==> src/rtl/rfc_pkg.sv <==
// ----------------------------------------------------------------------------
// rfc_pkg: shared types and codes of the rectangle fill/copy mover
// Item operation codes, register indexes and the command record that travels
// from the front queue to the execution engine.
// ----------------------------------------------------------------------------
package rfc_pkg;

  localparam int unsigned PixW    = 16;
  localparam int unsigned AddrW   = 32;
  localparam int unsigned LineW   = 14;
  localparam int unsigned CountW  = 16;
  localparam int unsigned CfgIdxW = 4;
  localparam int unsigned CfgW    = 32;

  typedef enum logic [1:0] {
    OP_START = 2'd0,
    OP_BEAT  = 2'd1,
    OP_CLEAR = 2'd2,
    OP_NONE  = 2'd3
  } op_e;

  typedef enum logic [CfgIdxW-1:0] {
    REG_COPY_MODE    = 4'd0,
    REG_FILL_COLOR   = 4'd1,
    REG_SOURCE_START = 4'd2,
    REG_DEST_START   = 4'd3,
    REG_SOURCE_SKIP  = 4'd4,
    REG_DEST_SKIP    = 4'd5,
    REG_LINE_PIXELS  = 4'd6,
    REG_LINE_TOTAL   = 4'd7
  } reg_e;

  typedef struct packed {
    op_e             kind;
    logic [PixW-1:0] fetched;
  } cmd_t;

endpackage

==> src/rtl/rfc_front.sv <==
// ----------------------------------------------------------------------------
// rfc_front: item intake and command queue
// Decodes each accepted item into a command and holds it in a two-entry
// queue, so intake keeps going while the engine waits on its output.
// ----------------------------------------------------------------------------
module rfc_front
  import rfc_pkg::*;
(
  input  logic             clk_i,
  input  logic             rst_ni,
  input  logic             in_valid_i,
  output logic             in_ready_o,
  input  logic [1:0]       op_i,
  input  logic [PixW-1:0]  fetched_pixel_i,
  output logic             cmd_valid_o,
  input  logic             cmd_ready_i,
  output cmd_t             cmd_o
);

  cmd_t       mem_q [2];
  logic       wr_ptr_q, rd_ptr_q;
  logic [1:0] count_q, count_d;
  logic       push, pop;
  cmd_t       cmd_in;

  always_comb begin
    cmd_in.fetched = fetched_pixel_i;
    cmd_in.kind    = op_e'(op_i);
  end

  assign in_ready_o  = (count_q != 2'd2);
  assign cmd_valid_o = (count_q != 2'd0);
  assign cmd_o       = mem_q[rd_ptr_q];
  assign push        = in_valid_i && in_ready_o;
  assign pop         = cmd_valid_o && cmd_ready_i;

  always_comb begin
    count_d = count_q;
    if (push && !pop) begin
      count_d = count_q + 2'd1;
    end else if (pop && !push) begin
      count_d = count_q - 2'd1;
    end
  end

  always_ff @(posedge clk_i or negedge rst_ni) begin
    if (!rst_ni) begin
      wr_ptr_q <= 1'b0;
      rd_ptr_q <= 1'b0;
      count_q  <= 2'd0;
    end else begin
      count_q <= count_d;
      if (push) wr_ptr_q <= ~wr_ptr_q;
      if (pop)  rd_ptr_q <= ~rd_ptr_q;
    end
  end

  always_ff @(posedge clk_i) begin
    if (push) mem_q[wr_ptr_q] <= cmd_in;
  end

endmodule

==> src/rtl/rfc_back.sv <==
// ----------------------------------------------------------------------------
// rfc_back: transfer engine
// Holds the register file and walk state, executes one command a cycle unless
// its registered result is held untaken, which stalls the command queue.
// ----------------------------------------------------------------------------
module rfc_back
  import rfc_pkg::*;
#(
  parameter int unsigned PIXEL_BYTES = 2
) (
  input  logic               clk_i,
  input  logic               rst_ni,
  input  logic               cfg_valid_i,
  output logic               cfg_ready_o,
  input  logic [CfgIdxW-1:0] cfg_index_i,
  input  logic [CfgW-1:0]    cfg_data_i,
  input  logic               cmd_valid_i,
  output logic               cmd_ready_o,
  input  cmd_t               cmd_i,
  output logic               out_valid_o,
  input  logic               out_ready_i,
  output logic               write_valid_o,
  output logic [AddrW-1:0]   write_address_o,
  output logic [PixW-1:0]    write_pixel_o,
  output logic [AddrW-1:0]   next_read_address_o,
  output logic               engine_busy_o,
  output logic               transfer_done_o,
  output logic               final_pixel_o
);

  localparam logic [AddrW-1:0] PixStep = AddrW'(PIXEL_BYTES);

  // register file
  logic              copy_mode_q;
  logic [PixW-1:0]   fill_color_q;
  logic [AddrW-1:0]  source_start_q, dest_start_q;
  logic [LineW-1:0]  source_skip_q, dest_skip_q, line_pixels_q;
  logic [CountW-1:0] line_total_q;

  // walk state
  logic              busy_q, busy_d, done_q, done_d;
  logic [AddrW-1:0]  src_q, src_d, dst_q, dst_d;
  logic [LineW-1:0]  pil_q, pil_d, pil_inc;
  logic [CountW-1:0] ld_q, ld_d, ld_inc;
  logic [AddrW-1:0]  src_line_step, dst_line_step;

  // result
  logic              out_valid_q;
  logic              wv_d, wv_q, fin_d, fin_q;
  logic [AddrW-1:0]  waddr_d, waddr_q, raddr_d, raddr_q;
  logic [PixW-1:0]   wpix_d, wpix_q;
  logic              pop;

  assign cfg_ready_o = 1'b1;

  always_ff @(posedge clk_i or negedge rst_ni) begin
    if (!rst_ni) begin
      copy_mode_q    <= 1'b0;
      fill_color_q   <= '0;
      source_start_q <= '0;
      dest_start_q   <= '0;
      source_skip_q  <= '0;
      dest_skip_q    <= '0;
      line_pixels_q  <= '0;
      line_total_q   <= '0;
    end else if (cfg_valid_i) begin
      case (reg_e'(cfg_index_i))
        REG_COPY_MODE:    copy_mode_q    <= cfg_data_i[0];
        REG_FILL_COLOR:   fill_color_q   <= cfg_data_i[PixW-1:0];
        REG_SOURCE_START: source_start_q <= cfg_data_i[AddrW-1:0];
        REG_DEST_START:   dest_start_q   <= cfg_data_i[AddrW-1:0];
        REG_SOURCE_SKIP:  source_skip_q  <= cfg_data_i[LineW-1:0];
        REG_DEST_SKIP:    dest_skip_q    <= cfg_data_i[LineW-1:0];
        REG_LINE_PIXELS:  line_pixels_q  <= cfg_data_i[LineW-1:0];
        REG_LINE_TOTAL:   line_total_q   <= cfg_data_i[CountW-1:0];
        default: ;
      endcase
    end
  end

  assign src_line_step = PixStep * (AddrW'(source_skip_q) + AddrW'(1));
  assign dst_line_step = PixStep * (AddrW'(dest_skip_q) + AddrW'(1));
  assign pil_inc       = pil_q + LineW'(1);
  assign ld_inc        = ld_q + CountW'(1);

  assign cmd_ready_o = !out_valid_q || out_ready_i;
  assign pop         = cmd_valid_i && cmd_ready_o;

  always_comb begin
    busy_d  = busy_q;
    done_d  = done_q;
    src_d   = src_q;
    dst_d   = dst_q;
    pil_d   = pil_q;
    ld_d    = ld_q;
    wv_d    = 1'b0;
    waddr_d = '0;
    wpix_d  = '0;
    fin_d   = 1'b0;
    case (cmd_i.kind)
      OP_START: begin
        // a start while running is dropped
        if (!busy_q) begin
          src_d = source_start_q;
          dst_d = dest_start_q;
          pil_d = '0;
          ld_d  = '0;
          if (line_pixels_q == '0 || line_total_q == '0) begin
            done_d = 1'b1;
          end else begin
            busy_d = 1'b1;
          end
        end
      end
      OP_BEAT: begin
        if (busy_q) begin
          wv_d    = 1'b1;
          waddr_d = dst_q;
          wpix_d  = copy_mode_q ? cmd_i.fetched : fill_color_q;
          // wrap of the counter also ends the line
          if (pil_inc == '0 || pil_inc >= line_pixels_q) begin
            pil_d = '0;
            ld_d  = ld_inc;
            dst_d = dst_q + dst_line_step;
            src_d = src_q + src_line_step;
            if (ld_inc == '0 || ld_inc >= line_total_q) begin
              busy_d = 1'b0;
              done_d = 1'b1;
              fin_d  = 1'b1;
            end
          end else begin
            pil_d = pil_inc;
            dst_d = dst_q + PixStep;
            src_d = src_q + PixStep;
          end
        end
      end
      OP_CLEAR: done_d = 1'b0;
      default: ;
    endcase
    raddr_d = (busy_d && copy_mode_q) ? src_d : '0;
  end

  always_ff @(posedge clk_i or negedge rst_ni) begin
    if (!rst_ni) begin
      busy_q      <= 1'b0;
      done_q      <= 1'b0;
      src_q       <= '0;
      dst_q       <= '0;
      pil_q       <= '0;
      ld_q        <= '0;
      out_valid_q <= 1'b0;
    end else begin
      if (pop) begin
        busy_q <= busy_d;
        done_q <= done_d;
        src_q  <= src_d;
        dst_q  <= dst_d;
        pil_q  <= pil_d;
        ld_q   <= ld_d;
      end
      if (pop) begin
        out_valid_q <= 1'b1;
      end else if (out_ready_i) begin
        out_valid_q <= 1'b0;
      end
    end
  end

  always_ff @(posedge clk_i) begin
    if (pop) begin
      wv_q    <= wv_d;
      waddr_q <= waddr_d;
      wpix_q  <= wpix_d;
      raddr_q <= raddr_d;
      fin_q   <= fin_d;
    end
  end

  assign out_valid_o         = out_valid_q;
  assign write_valid_o       = wv_q;
  assign write_address_o     = waddr_q;
  assign write_pixel_o       = wpix_q;
  assign next_read_address_o = raddr_q;
  assign engine_busy_o       = busy_q;
  assign transfer_done_o     = done_q;
  assign final_pixel_o       = fin_q;

  a_final_ends: assert property (@(posedge clk_i) disable iff (!rst_ni)
    out_valid_q && fin_q |-> wv_q && done_q && !busy_q)
    else $error("final pixel without completion");

  a_idle_beat: assert property (@(posedge clk_i) disable iff (!rst_ni)
    pop && cmd_i.kind == OP_BEAT && !busy_q |=> !wv_q && !busy_q)
    else $error("beat while idle produced a write");

  a_no_write_zero: assert property (@(posedge clk_i) disable iff (!rst_ni)
    out_valid_q && !wv_q |-> waddr_q == '0 && wpix_q == '0 && !fin_q)
    else $error("write fields set without a write");

  a_start_arms: assert property (@(posedge clk_i) disable iff (!rst_ni)
    pop && cmd_i.kind == OP_START && !busy_q |=> busy_q || done_q)
    else $error("start left engine neither busy nor done");

endmodule

==> src/rtl/rect_fill_copy_dma_core.sv <==
// ----------------------------------------------------------------------------
// rect_fill_copy_dma_core: two-dimensional RGB565 fill/copy mover
// Top level: item queue in front, transfer engine with registered result.
// ----------------------------------------------------------------------------
// The mover takes one item per clock while its output is taken, and returns
// exactly one result per item. An accepted item is written into a two-entry
// command queue, is executed when the engine pops it, and its result is held
// in the engine's result register until it is taken. The engine updates its
// pointers and counters with one 32-bit add per address and stalls only while
// its result is held, so the sustained rate is one item per clock. The user
// must write registers through the configuration port only while no item or
// result is in flight; the block itself does not enforce this. A running
// transfer picks up the new values at once.
module rect_fill_copy_dma_core
  import rfc_pkg::*;
#(
  parameter int unsigned PIXEL_BYTES = 2
) (
  input  logic               clk_i,
  input  logic               rst_ni,
  input  logic               cfg_valid_i,
  output logic               cfg_ready_o,
  input  logic [CfgIdxW-1:0] cfg_index_i,
  input  logic [CfgW-1:0]    cfg_data_i,
  input  logic               in_valid_i,
  output logic               in_ready_o,
  input  logic [1:0]         op_i,
  input  logic [PixW-1:0]    fetched_pixel_i,
  output logic               out_valid_o,
  input  logic               out_ready_i,
  output logic               write_valid_o,
  output logic [AddrW-1:0]   write_address_o,
  output logic [PixW-1:0]    write_pixel_o,
  output logic [AddrW-1:0]   next_read_address_o,
  output logic               engine_busy_o,
  output logic               transfer_done_o,
  output logic               final_pixel_o
);

  logic cmd_valid, cmd_ready;
  cmd_t cmd;

  rfc_front u_front (
    .clk_i           (clk_i),
    .rst_ni          (rst_ni),
    .in_valid_i      (in_valid_i),
    .in_ready_o      (in_ready_o),
    .op_i            (op_i),
    .fetched_pixel_i (fetched_pixel_i),
    .cmd_valid_o     (cmd_valid),
    .cmd_ready_i     (cmd_ready),
    .cmd_o           (cmd)
  );

  rfc_back #(
    .PIXEL_BYTES (PIXEL_BYTES)
  ) u_back (
    .clk_i               (clk_i),
    .rst_ni              (rst_ni),
    .cfg_valid_i         (cfg_valid_i),
    .cfg_ready_o         (cfg_ready_o),
    .cfg_index_i         (cfg_index_i),
    .cfg_data_i          (cfg_data_i),
    .cmd_valid_i         (cmd_valid),
    .cmd_ready_o         (cmd_ready),
    .cmd_i               (cmd),
    .out_valid_o         (out_valid_o),
    .out_ready_i         (out_ready_i),
    .write_valid_o       (write_valid_o),
    .write_address_o     (write_address_o),
    .write_pixel_o       (write_pixel_o),
    .next_read_address_o (next_read_address_o),
    .engine_busy_o       (engine_busy_o),
    .transfer_done_o     (transfer_done_o),
    .final_pixel_o       (final_pixel_o)
  );

endmodule
==> config.mk <==
export PLATFORM = sky130hd
export DESIGN_NAME = rect_fill_copy_dma_core
export DESIGN_NICKNAME = d
export VERILOG_FILES = /design/src/rtl/rfc_pkg.sv /design/src/rtl/rfc_front.sv /design/src/rtl/rfc_back.sv /design/src/rtl/rect_fill_copy_dma_core.sv
export SDC_FILE = /design/constraint.sdc
export NUM_CORES = 1
export LEC_CHECK = 0
export BUFFER_PORTS_ARGS = -buffer_cell sky130_fd_sc_hd__buf_4
export CORE_MARGIN = 2
export CORE_UTILIZATION = 60
export CTS_BUF_LIST = sky130_fd_sc_hd__clkbuf_8
export CTS_CLUSTER_SIZE = 20
export DETAILED_ROUTE_END_ITERATION = 10
export HOLD_SLACK_MARGIN = 0.02
export PLACE_DENSITY_LB_ADDON = 0.25
export REMOVE_ABC_BUFFERS = 1
export SYNTH_ARGS = -nofsm -noshare
export SYNTH_HDL_FRONTEND = slang
export SYNTH_HIERARCHICAL = 1
export SYNTH_SLANG_ARGS = --single-unit
==> constraint.sdc <==
create_clock -name clk_i -period 6.8 [get_ports clk_i]
set_clock_uncertainty 0.05 [all_clocks]
set_input_delay 1.36 -clock clk_i [delete_from_list [all_inputs] [get_ports clk_i]]
set_output_delay 1.36 -clock clk_i [all_outputs]
set_load 0.005 [all_outputs]
==> results of run 1 <==
-- cells by family after synthesis --
kind of cell | synth area share
AND/OR/NAND/NOR | 0.1583
AO/OA/AOI/OAI | 0.1441
flip-flops | 0.4909
buffers and inverters | 0.03891
multiplexers | 0.09268
XOR/XNOR | 0.03107
adder cells (fa/ha/maj) | 0.04386
other | 0.0001928
-- where the power goes --
group / switching, µW / internal [µW] / leakage, µW
sequential: 475 / 2990 / 0.00415
combinational: 1690 / 1230 / 0.00469
clock: 866 / 1010 / 0.000694
-- worst max-delay path, stage by stage (launching register included) --
cell and delay, ps:
dfrtp_1 420, nand3_1 260, nor2_1 250, nand3_1 120, xnor2_1 170, ha_1 310
and4_1 220, or3b_2 460, o221ai_2 570, nor2_8 210, nor4b_1 450, ha_1 330
nand2_1 80, or2_2 320, o21ai_1 770, a21oi_1 200, a221oi_1 330, nor4_1 80
-- cell type report --
class / instances / area share
clock buffer: 70 / 0.04395
sequential: 358 / 0.4357
antenna: 1 / 0.0001142
timing repair buffer: 169 / 0.05823
inverter: 61 / 0.01056
clock inverter: 38 / 0.009933
tap: 402 / 0.02295
multi-input combinational: 1296 / 0.4186
-- cells in the mapped netlist (6+ instances only) --
| library cell | n | share of area |
|---|---|---|
| a211oi_1 | 15 | 0.0058 |
| o21a_1 | 18 | 0.0069 |
| mux2_4 | 9 | 0.0069 |
| ha_1 | 65 | 0.042 |
| clkbuf_1 | 83 | 0.016 |
| edfxtp_1 | 118 | 0.18 |
| or3_1 | 20 | 0.0064 |
| a221oi_1 | 6 | 0.0027 |
| a31oi_1 | 13 | 0.0042 |
| buf_1 | 6 | 0.0012 |
| o211ai_1 | 6 | 0.0023 |
| nand2_1 | 142 | 0.027 |
| inv_1 | 61 | 0.012 |
| mux2_2 | 125 | 0.072 |
| and2_1 | 12 | 0.0039 |
| nand4_1 | 23 | 0.0074 |
| xnor2_1 | 42 | 0.019 |
| a22o_1 | 25 | 0.011 |
| a21oi_1 | 79 | 0.020 |
| a22oi_1 | 21 | 0.0081 |
| and4_1 | 9 | 0.0041 |
| and3_1 | 50 | 0.016 |
| mux2i_1 | 26 | 0.013 |
| nor2_1 | 137 | 0.026 |
| xor2_1 | 27 | 0.012 |
| nand3_1 | 52 | 0.013 |
| nor3_1 | 49 | 0.013 |
| o21ai_0 | 114 | 0.029 |
| nor4_2 | 10 | 0.0064 |
| a311oi_1 | 13 | 0.0059 |
| a21o_1 | 24 | 0.0093 |
| dfrtp_1 | 240 | 0.31 |
| o22ai_1 | 13 | 0.0042 |
| buf_2 | 17 | 0.0044 |
| nor4_1 | 20 | 0.0064 |
| nand2b_1 | 10 | 0.0032 |
-- layer usage --
metal / routed length, µm / track usage / up-vias
met4: 1996 / 0.1405 / 0
li1: - / - / 7007
met1: 21110 / 0.3971 / 7428
met2: 24430 / 0.5076 / 663
met5: 0 / 0 / -
met3: 3660 / 0.04774 / 132
-- worst min path at each step --
stage / from / endpoint / slack (ps) / depth (start not counted)
3_3_place_gp: u_front/count_q[1] / u_front/count_q[1] / 420 / 1
3_5_place_dp: u_back/dst_q[0] / u_back/dst_q[0] / 440 / 1
6_report: u_back/dst_q[0] / u_back/dst_q[0] / 450 / 1
5_1_grt: u_back/fill_color_q[1] / u_back/fill_color_q[1] / 470 / 1
2_1_floorplan: u_front/count_q[1] / u_front/count_q[1] / 410 / 1
4_1_cts: u_back/dst_q[0] / u_back/dst_q[0] / 450 / 1
-- sequential cells by signal, summed over array words and instances, names as in the netlist, 2 cells and up --
signal / flops
u_back/source_start_q: 32
u_back/next_read_address_o: 32
u_back/dest_skip_q: 14
u_front/count_q: 2
u_back/source_skip_q: 14
u_back/dest_start_q: 32
u_back/src_q: 32
u_back/fill_color_q: 16
u_back/write_pixel_o: 16
u_back/ld_q: 16
u_back/write_address_o: 32
u_back/line_pixels_q: 14
u_front/mem_q: 36
u_back/dst_q: 32
u_back/pil_q: 14
u_back/line_total_q: 16
-- metrics by stage --
step | total power (µW) | TNS (ps) | hold slack [ps]
floorplan | 5174 | -5000 | 406.4
global placement | 6258 | 0 | 423.5
detailed placement | 6368 | 0 | 437.5
CTS | 8252 | 0 | 451.1
global route | 8739 | 0 | 467.7
finish | 8255 | 0 | 451.3
==> metrics.txt, run 1 <==
status=finished, final reports clean; clock buffer depth=3; Setup WS post-layout=slightly above 900 ps; Max Freq=0.1702 GHz; Die W=184.1 µm; PostCTS Resize Cnt=0; vias per cell=~6.4; P_leak=0.009531 µW; Post-synth EDFFs=around 120; first-pass GRT wire length=80850 µm; Setup Viol. Count Final=0; via count=15230; die area=~34000 µm²; TritonCTS Buffers=just under 60; Slew Viols, Final=0; Final period util=0.8642; share of layout cells above drive strength 1=0.2184; RSZ-0062 raised after global routing=no; Clock Pin Slew Worst Setup and Hold Paths=60 ps; Die Span Y=between 150 and 200 µm; routability cong.=around 0.95; Least-Margin Pin Slew=1177 ps; area grow syn2layout=12.67%; CTS Hold Bufs=0; reg-to-reg slack, setup=~920 ps; CORE AREA=~32000 µm²; WL per Instance=between 20 and 25 µm; CP arrival=around 6000 ps; largest net degree at the start of global routing=between 100 and 150; critical path class=flip-flop to flip-flop; Layout fillers=between 2000 and 2500; DP Cell Count=between 2000 and 2500; Worst R2R Path Depth=17; Worst-Skew Late Latency=about 600 ps; Cell Count, Final, Fillers Out=2395; WP data required=about 7100 ps; Starting Density=0.6133; Area after DPL=20730 µm²; pre-CTS setup slack=1062 ps; vias in the first global route=about 15000; Peak VDD IR=around 0.2 mV; HPWL after detailed placement=33540 µm; count of cell types in the netlist=between 90 and 100; final hold viol count=0; Synth async-reset ratio=0.6704; total of warnings raised by yosys=6; antenna violations before repair=2; ANT nets after route=0; DRT Wirelength=between 50000 and 60000 µm; Iter 0 DRT Violations=~1500; slew margin rel.=0.2120; Mean Syn Cell Area=between 10 and 15 µm²; leading cell type in the layout, fill and taps excluded=dfrtp_1; Cell Area, Synth=19450 µm²; Root Driver=clkbuf_8; Register Area=roughly 9500 µm²; FF+latch count, synth=roughly 360; Crit Path Max Fanout=32; setup bufs post-CTS=0; number of clock sinks=approximately 360; total grt overflow=0; # rows=65; 1st-pass router iterations=5; sequential fraction of the synthesis area=0.4909; Syn Inst Count=1832; Multi-input gate area=between 9000 and 10000 µm²; post-route minimum period=5876 ps; post-layout util=0.6910; I/O Buffers=about 140; Setup crit end kind=flip-flop; Layout Nets=about 2100; CP endpoint=u_back/next_read_address_o[24]; worst hold path type=flip-flop to flip-flop; residual DRC count=0; design area=~22000 µm²; Power per Cell Area=376.6 nW/µm²; most frequent cells in the layout=240 x dfrtp_1, 168 x buf_4, 142 x nand2_1; Ports=approximately 150; number of H-tree levels=2; critical path launch point type=flip-flop; max-cap violation count=0; Tot GR Track Use=0.3059; CTS tree=built; worst setup path startpoint=u_back/pil_q[2]; reg2reg end=u_back/next_read_address_o[24]; primary flip-flop cell chosen by synthesis mapping=dfrtp_1; r2r startpoint=u_back/pil_q[2]
Power figures use the tool's default switching activity.
==> run 2: changes to the inputs <==
--- a/config.mk
+++ b/config.mk
@@ -13,6 +13,7 @@
 export DETAILED_ROUTE_END_ITERATION = 10
 export HOLD_SLACK_MARGIN = 0.02
 export PLACE_DENSITY_LB_ADDON = 0.25
+export RECOVER_POWER = 50
 export REMOVE_ABC_BUFFERS = 1
 export SYNTH_ARGS = -nofsm -noshare
 export SYNTH_HDL_FRONTEND = slang
==> run 2 against run 1 <==
The flow now finishes with violations (capacitance limit, slew limit). First-iteration DRC count grew 2.4%. Largest cell class unchanged. Sequential power barely moved. Fmax decreased by 0.32%. Sequential share of layout area grew 0.15 points. Critical path depth stayed put. Wire length decreased by 0.22%. Non-clock buffer count stayed put. Highest routed layer unchanged. Via count up 0.20%. Combinational power hardly changed. Power down 0.41%. Critical path type unchanged. Cell area down 0.34%. Clock power about the same.
==> metrics.txt, run 2 (synthesized netlist as in run 1, its figures left out) <==
ANT nets after route=0 (unchanged); vias in the first global route=15390 (unchanged); Worst-Skew Late Latency=600 ps (about the same); slew margin rel.=-1.041 (-1.253); Tot GR Track Use=0.3059 (unchanged); Iter 0 DRT Violations=1528 (+2.4%); violated checks=capacitance limit, slew limit; Area after DPL=20730 µm² (unchanged); Ports=146 (unchanged); routability cong.=0.9525 (unchanged); antenna violations before repair=2 (unchanged); WHS=451.1 ps (-0.1820 ps); most frequent cells in the layout=240 x dfrtp_1, 142 x nand2_1, 135 x nor2_1; CTS Hold Bufs=0 (unchanged); number of H-tree levels=2 (unchanged); TritonCTS Buffers=58 (unchanged); WP data required=7080 ps (about the same); die area=33880 µm² (unchanged); GRT busiest layer=met2; critical path class=flip-flop to flip-flop; largest net degree at the start of global routing=117 (unchanged); PostCTS Resize Cnt=0 (unchanged); total grt overflow=0 (unchanged); Peak VDD IR=0.1996 mV (+0.20%); Setup crit end kind=flip-flop; share of layout cells above drive strength 1=0.2103 (-0.008032); reg-to-reg slack, setup=900 ps (-20 ps); post-route minimum period=5895 ps (+18.92 ps); via count=15260 (+0.20%); Starting Density=0.6133 (unchanged); first-pass GRT wire length=80850 µm (unchanged); reg2reg end=u_back/next_read_address_o[24]; I/O Buffers=144 (unchanged); r2r startpoint=u_back/pil_q[2]; Slew Viols, Final=248 (+248); Crit Path Max Fanout=32 (unchanged); vias per cell=6.372 (+0.20%); setup bufs post-CTS=0 (unchanged); critical path launch point type=flip-flop; status=finished with violations; Root Driver=clkbuf_8; DP Cell Count=2286 (unchanged); Least-Margin Pin Slew=3062 ps (+1885 ps); GR Layer Usage met2=0.5076 (unchanged); Worst R2R Path Depth=17 (unchanged); hold wc startpoint=u_back/dst_q[0]; # rows=65 (unchanged); Register Area=9549 µm² (unchanged); Worst Hold Endpoint=u_back/dst_q[0]; CTS tree=built; clock buffer depth=3 (unchanged); DRT Wirelength=51090 µm (-0.22%); Cell Count, Final, Fillers Out=2395 (unchanged); HPWL after detailed placement=33540 µm (unchanged); P_leak=0.009446 µW (-0.89%); worst hold path type=flip-flop to flip-flop; Power per Cell Area=376.3 nW/µm² (about the same); residual DRC count=0 (unchanged); RSZ-0062 raised after global routing=no; leading cell type in the layout, fill and taps excluded=dfrtp_1; 1st-pass router iterations=7 (+2); worst setup path startpoint=u_back/pil_q[2]; CP arrival=6180 ps (+20 ps); met3 Track Usage GR=0.04774 (unchanged); Clock Pin Slew Worst Setup and Hold Paths=60 ps (about the same); design area=21840 µm² (-0.34%); Final period util=0.8670 (+0.002783); hold depth=1 (unchanged); Die Span Y=184.1 µm (unchanged); max-cap violation count=4 (+4); Layout fillers=2415 (+0.92%); CORE AREA=31720 µm² (unchanged); max reg flops=36 (unchanged); WL per Instance=21.33 µm (-0.22%); Setup Viol. Count Final=0 (unchanged); area grow syn2layout=12.29%; Multi-input gate area=9170 µm² (about the same); Max Freq=0.1696 GHz (-0.32%); Most flops, register=u_front/mem_q; final hold viol count=0 (unchanged); Layout Nets=2070 (unchanged); met1 Usage GRT=0.3971 (unchanged); Die W=184.1 µm (unchanged); number of clock sinks=358 (unchanged)
[run 2: changes by cell type in the layout (fill, tap and decap cells not counted), sizes merged]
| cell | before | now |
|---|---|---|
| buf | 169 | 66 |
| clkbuf | 70 | 173 |
[run 2: power breakdown]
part	internal (µW)	total [µW]	switching (µW)
Clock	1010	1870	866
Combinational	1200	2890	1690
Sequential	2990	3460	470
[run 2: final cells by class]
type / count / area share
antenna: 1 / 0.0001146
clock inverter: 38 / 0.009966
multi-input combinational: 1296 / 0.4198
timing repair buffer: 169 / 0.05527
inverter: 61 / 0.01060
tap: 402 / 0.02303
clock buffer: 70 / 0.04410
sequential: 358 / 0.4371
[run 2: critical path: stages (launching register included)]
cell	delay, ps
dfrtp_1	420
nand3_1	260
nor2_1	250
nand3_1	120
xnor2_1	170
ha_1	310
and4_1	220
or3b_2	460
o221ai_2	560
nor2_8	210
nor4b_1	440
ha_1	330
nand2_1	80
or2_2	320
o21ai_1	800
a21oi_1	210
a221oi_1	340
nor4_1	80
[run 2: worst max-delay path by stage]
| stage | to | slack (ps) | cells after the start |
|---|---|---|---|
| 2_1_floorplan | u_back/pil_q[0] | -260 | 8 |
| 3_3_place_gp | u_back/next_read_address_o[15] | 1300 | 19 |
| 3_5_place_dp | u_back/next_read_address_o[24] | 1060 | 17 |
| 4_1_cts | u_back/next_read_address_o[24] | 1020 | 17 |
| 5_1_grt | u_back/next_read_address_o[15] | 530 | 19 |
| 6_report | u_back/next_read_address_o[24] | 900 | 17 |
[run 2: stage by stage]
step / utilization / power (µW) / worst slack (ps) / setup TNS, ps
final: 0.6887 / 8221 / 904.7 / 0
after global routing: 0.6886 / 8710 / 529.8 / 0
after CTS: 0.6910 / 8252 / 1018 / 0
after detailed placement: 0.6537 / 6368 / 1062 / 0
after global placement: 0.6537 / 6258 / 1302 / 0
after floorplan: - / 5174 / -259.6 / -5000
[run 2: metal layers]
| layer | part of all wire | vias up |
|---|---|---|
| li1 | - | 7015 |
| met1 | 0.41 | 7416 |
| met2 | 0.48 | 684 |
| met3 | 0.073 | 145 |
| met4 | 0.041 | 0 |
| met5 | 0 | - |
==> run 3: changes to the inputs <==
--- a/config.mk
+++ b/config.mk
@@ -6,8 +6,10 @@
 export NUM_CORES = 1
 export LEC_CHECK = 0
 export BUFFER_PORTS_ARGS = -buffer_cell sky130_fd_sc_hd__buf_4
+export CELL_PAD_IN_SITES_DETAIL_PLACEMENT = 1
+export CELL_PAD_IN_SITES_GLOBAL_PLACEMENT = 2
 export CORE_MARGIN = 2
-export CORE_UTILIZATION = 60
+export CORE_UTILIZATION = 42
 export CTS_BUF_LIST = sky130_fd_sc_hd__clkbuf_8
 export CTS_CLUSTER_SIZE = 20
 export DETAILED_ROUTE_END_ITERATION = 10
==> constraint.sdc (replaced) <==
create_clock -name clk_i -period 5.6 [get_ports clk_i]
set_clock_uncertainty 0.05 [all_clocks]
set_input_delay 1.12 -clock clk_i [delete_from_list [all_inputs] [get_ports clk_i]]
set_output_delay 1.12 -clock clk_i [all_outputs]
set_load 0.005 [all_outputs]
==> run 3 against run 2 <==
The run still ends with capacitance limit, slew limit left. Combinational power rose by 27%. Global-route usage fell by 5.2 points. First-iteration DRC count fell by 42%. Critical path depth rose by 3. Power rose by 27%. Fmax rose by 11%. Non-clock buffer count rose by 24. Clock power rose by 37%. Worst setup slack got worse by 610 ps. Hold slack got worse by 1.3 ps. Via count rose by 0.80%. Cell area rose by 3.3%. Critical path type unchanged.
==> metrics.txt, run 3 (synthesized netlist as in run 1, its figures left out) <==
switching part of the total power=0.3775 (+0.009748); antenna violations before repair=3 (+1); vias in the first global route=16440 (+6.8%); Crit Path Max Fanout=7 (-78%); Ports=146 (unchanged); Die Span Y=219.2 µm (+19%); DP Cell Count=2504 (+9.5%); residual DRC count=0 (unchanged); TritonCTS Buffers=68 (+17%); routability cong.=0.8823 (-7.4%); Slew Viols, Final=147 (-41%); Starting Density=0.4268 (-0.1865); share of layout cells above drive strength 1=0.2325 (+0.02221); Clk pwr share=0.245 (+0.017); DRT Wirelength=59950 µm (+17%); violated checks=capacitance limit, slew limit; number of H-tree levels=3 (+1); Seq pwr share=0.403 (-0.018); critical path launch point type=flip-flop; critical path class=flip-flop to flip-flop; largest net degree at the start of global routing=115 (-1.7%); die area=48060 µm² (+42%); area grow syn2layout=16.03%; ANT nets after route=0 (unchanged); Combinational Power Share=0.352 (about the same); 1st-pass router iterations=5 (-2); Final period util=0.9477 (+0.08076); Die W=219.2 µm (+19%); Power per Cell Area=463.1 nW/µm² (+23%); WL per Instance=22.74 µm (+6.6%); P_leak=0.009737 µW (+3.1%); Layout fillers=5014 (+110%); Layout Nets=2104 (+1.6%); Cell Count, Final, Fillers Out=2636 (+10%); Final Power=10450 µW (+27%); Area after DPL=21150 µm² (+2.0%); # rows=78 (+20%); Setup crit end kind=flip-flop; Worst-Skew Late Latency=670 ps (+70 ps); Most flops, register=u_front/mem_q; Sw Pwr=3946 µW (+31%); Setup Viol. Count Final=0 (unchanged); Least-Margin Pin Slew=3114 ps (+52.45 ps); max reg flops=36 (unchanged); leading cell type in the layout, fill and taps excluded=dfrtp_1; Iter 0 DRT Violations=892 (-42%); CP arrival=5740 ps (-440 ps); Root Driver=clkbuf_8; worst setup path startpoint=u_back/pil_q[0]; most frequent cells in the layout=238 x dfrtp_1, 167 x buf_4, 141 x nand2_1; worst hold path type=flip-flop to flip-flop; design area=22570 µm² (+3.3%); final hold viol count=0 (unchanged); first-pass GRT wire length=93500 µm (+16%); vias per cell=5.835 (-8.4%); slew margin rel.=-1.076 (-0.03497); Peak VDD IR=0.2315 mV (+16%); Clock Pin Slew Worst Setup and Hold Paths=60 ps (about the same); CTS Hold Bufs=0 (unchanged); Max Freq=0.1884 GHz (+11%); Tot GR Track Use=0.2542 (-0.05170); HPWL after detailed placement=39890 µm (+19%); CORE AREA=45580 µm² (+44%); number of clock sinks=358 (unchanged); WP data required=6030 ps (-1050 ps); hold wc startpoint=u_front/count_q[1]; I/O Buffers=144 (unchanged); total grt overflow=0 (unchanged); r2r startpoint=u_back/pil_q[0]; post-route minimum period=5307 ps (-588.1 ps); Final TNS setup=0 ps (unchanged); max-cap violation count=2 (-2); clock buffer depth=3 (unchanged); status=finished with violations; CTS tree=built; via count=15380 (+0.80%); Power Internal=6508 µW (+25%)
==> run 3: cell count changes in the layout (fill, tap and decap cells not counted), sizes merged <==
cell      change
clkbuf       -67
clkinv        -3
diode         +1
buf         +102
inv          +12
clkinvlp      -1
bufinv        -1
==> run 3: power by group through the flow <==
stage / combinational (µW) / sequential [µW] / clock, µW
final: 3680 / 4210 / 2570
after global routing: 4050 / 4310 / 2760
after CTS: 3700 / 4210 / 2640
after detailed placement: 3680 / 4250 / 0
after global placement: 3590 / 4210 / 0
after floorplan: 2140 / 4150 / 0
==> run 3: stage by stage <==
stage | utilization | setup slack, ps | hold slack, ps
2_1_floorplan | - | -1220 | 406.4
3_3_place_gp | 0.4641 | 55.81 | 423.7
3_5_place_dp | 0.4641 | -79.73 | 433.9
4_1_cts | 0.4941 | 7.171 | 450.0
5_1_grt | 0.4951 | -39.60 | 471.8
6_report | 0.4953 | 292.8 | 449.9
==> run 3: timing repair <==
| action | in CTS | in global routing |
|---|---|---|
| gates resized for setup | 1 | 20 |
| endpoints found under the setup margin | 4 | 43 |
| buffers inserted | 0 | 4 |
| pin swaps | 0 | 2 |
| endpoints found under the hold margin | 0 | 0 |
==> run 3: layer usage <==
layer | wire (µm) | track usage | vias up
li1 | - | - | 7071
met1 | 26120 | 0.3250 | 7812
met2 | 29150 | 0.4283 | 353
met3 | 2455 | 0.04061 | 146
met4 | 2221 | 0.1065 | 0
met5 | 0 | 0 | -
==> run 3: worst paths after layout <==
check,depth (start not counted),endpoint,slack (ps)
worst min register to register,1,u_front/count_q[1],450
worst min-delay path,1,u_front/count_q[1],450
min in group asynchronous,1,u_back/source_start_q[31],1420
worst max-delay path,20,u_back/next_read_address_o[19],290
max in group asynchronous,2,u_back/ld_q[2],1840
worst max register to register,20,u_back/next_read_address_o[19],290
==> run 3: cell type report <==
type / count / area, µm² / area share
Antenna cell: 2 / 5.005 / 0.0002217
Clock buffer: 81 / 1115 / 0.04939
Clock inverter: 45 / 239.0 / 0.01059
Inverter: 61 / 231.5 / 0.01026
Multi-Input combinational cell: 1296 / 9268 / 0.4106
Sequential cell: 358 / 9552 / 0.4232
Tap cell: 600 / 750.7 / 0.03326
Timing Repair Buffer: 193 / 1411 / 0.06253
==> run 3: critical path, stage by stage, from the launching register on <==
cell and delay (ps):
dfrtp_1 420, ha_2 240, and2_1 190, nand4_1 140
xnor2_1 180, ha_1 280, and4_1 220, or3b_2 490
o221ai_4 390, o21ai_0 150, ha_1 240, inv_1 70
fa_1 230, nor2b_4 60, o31a_1 310, o41a_4 420
a211oi_4 200, buf_4 180, nor4_1 60, or3_4 400
nor4b_4 210
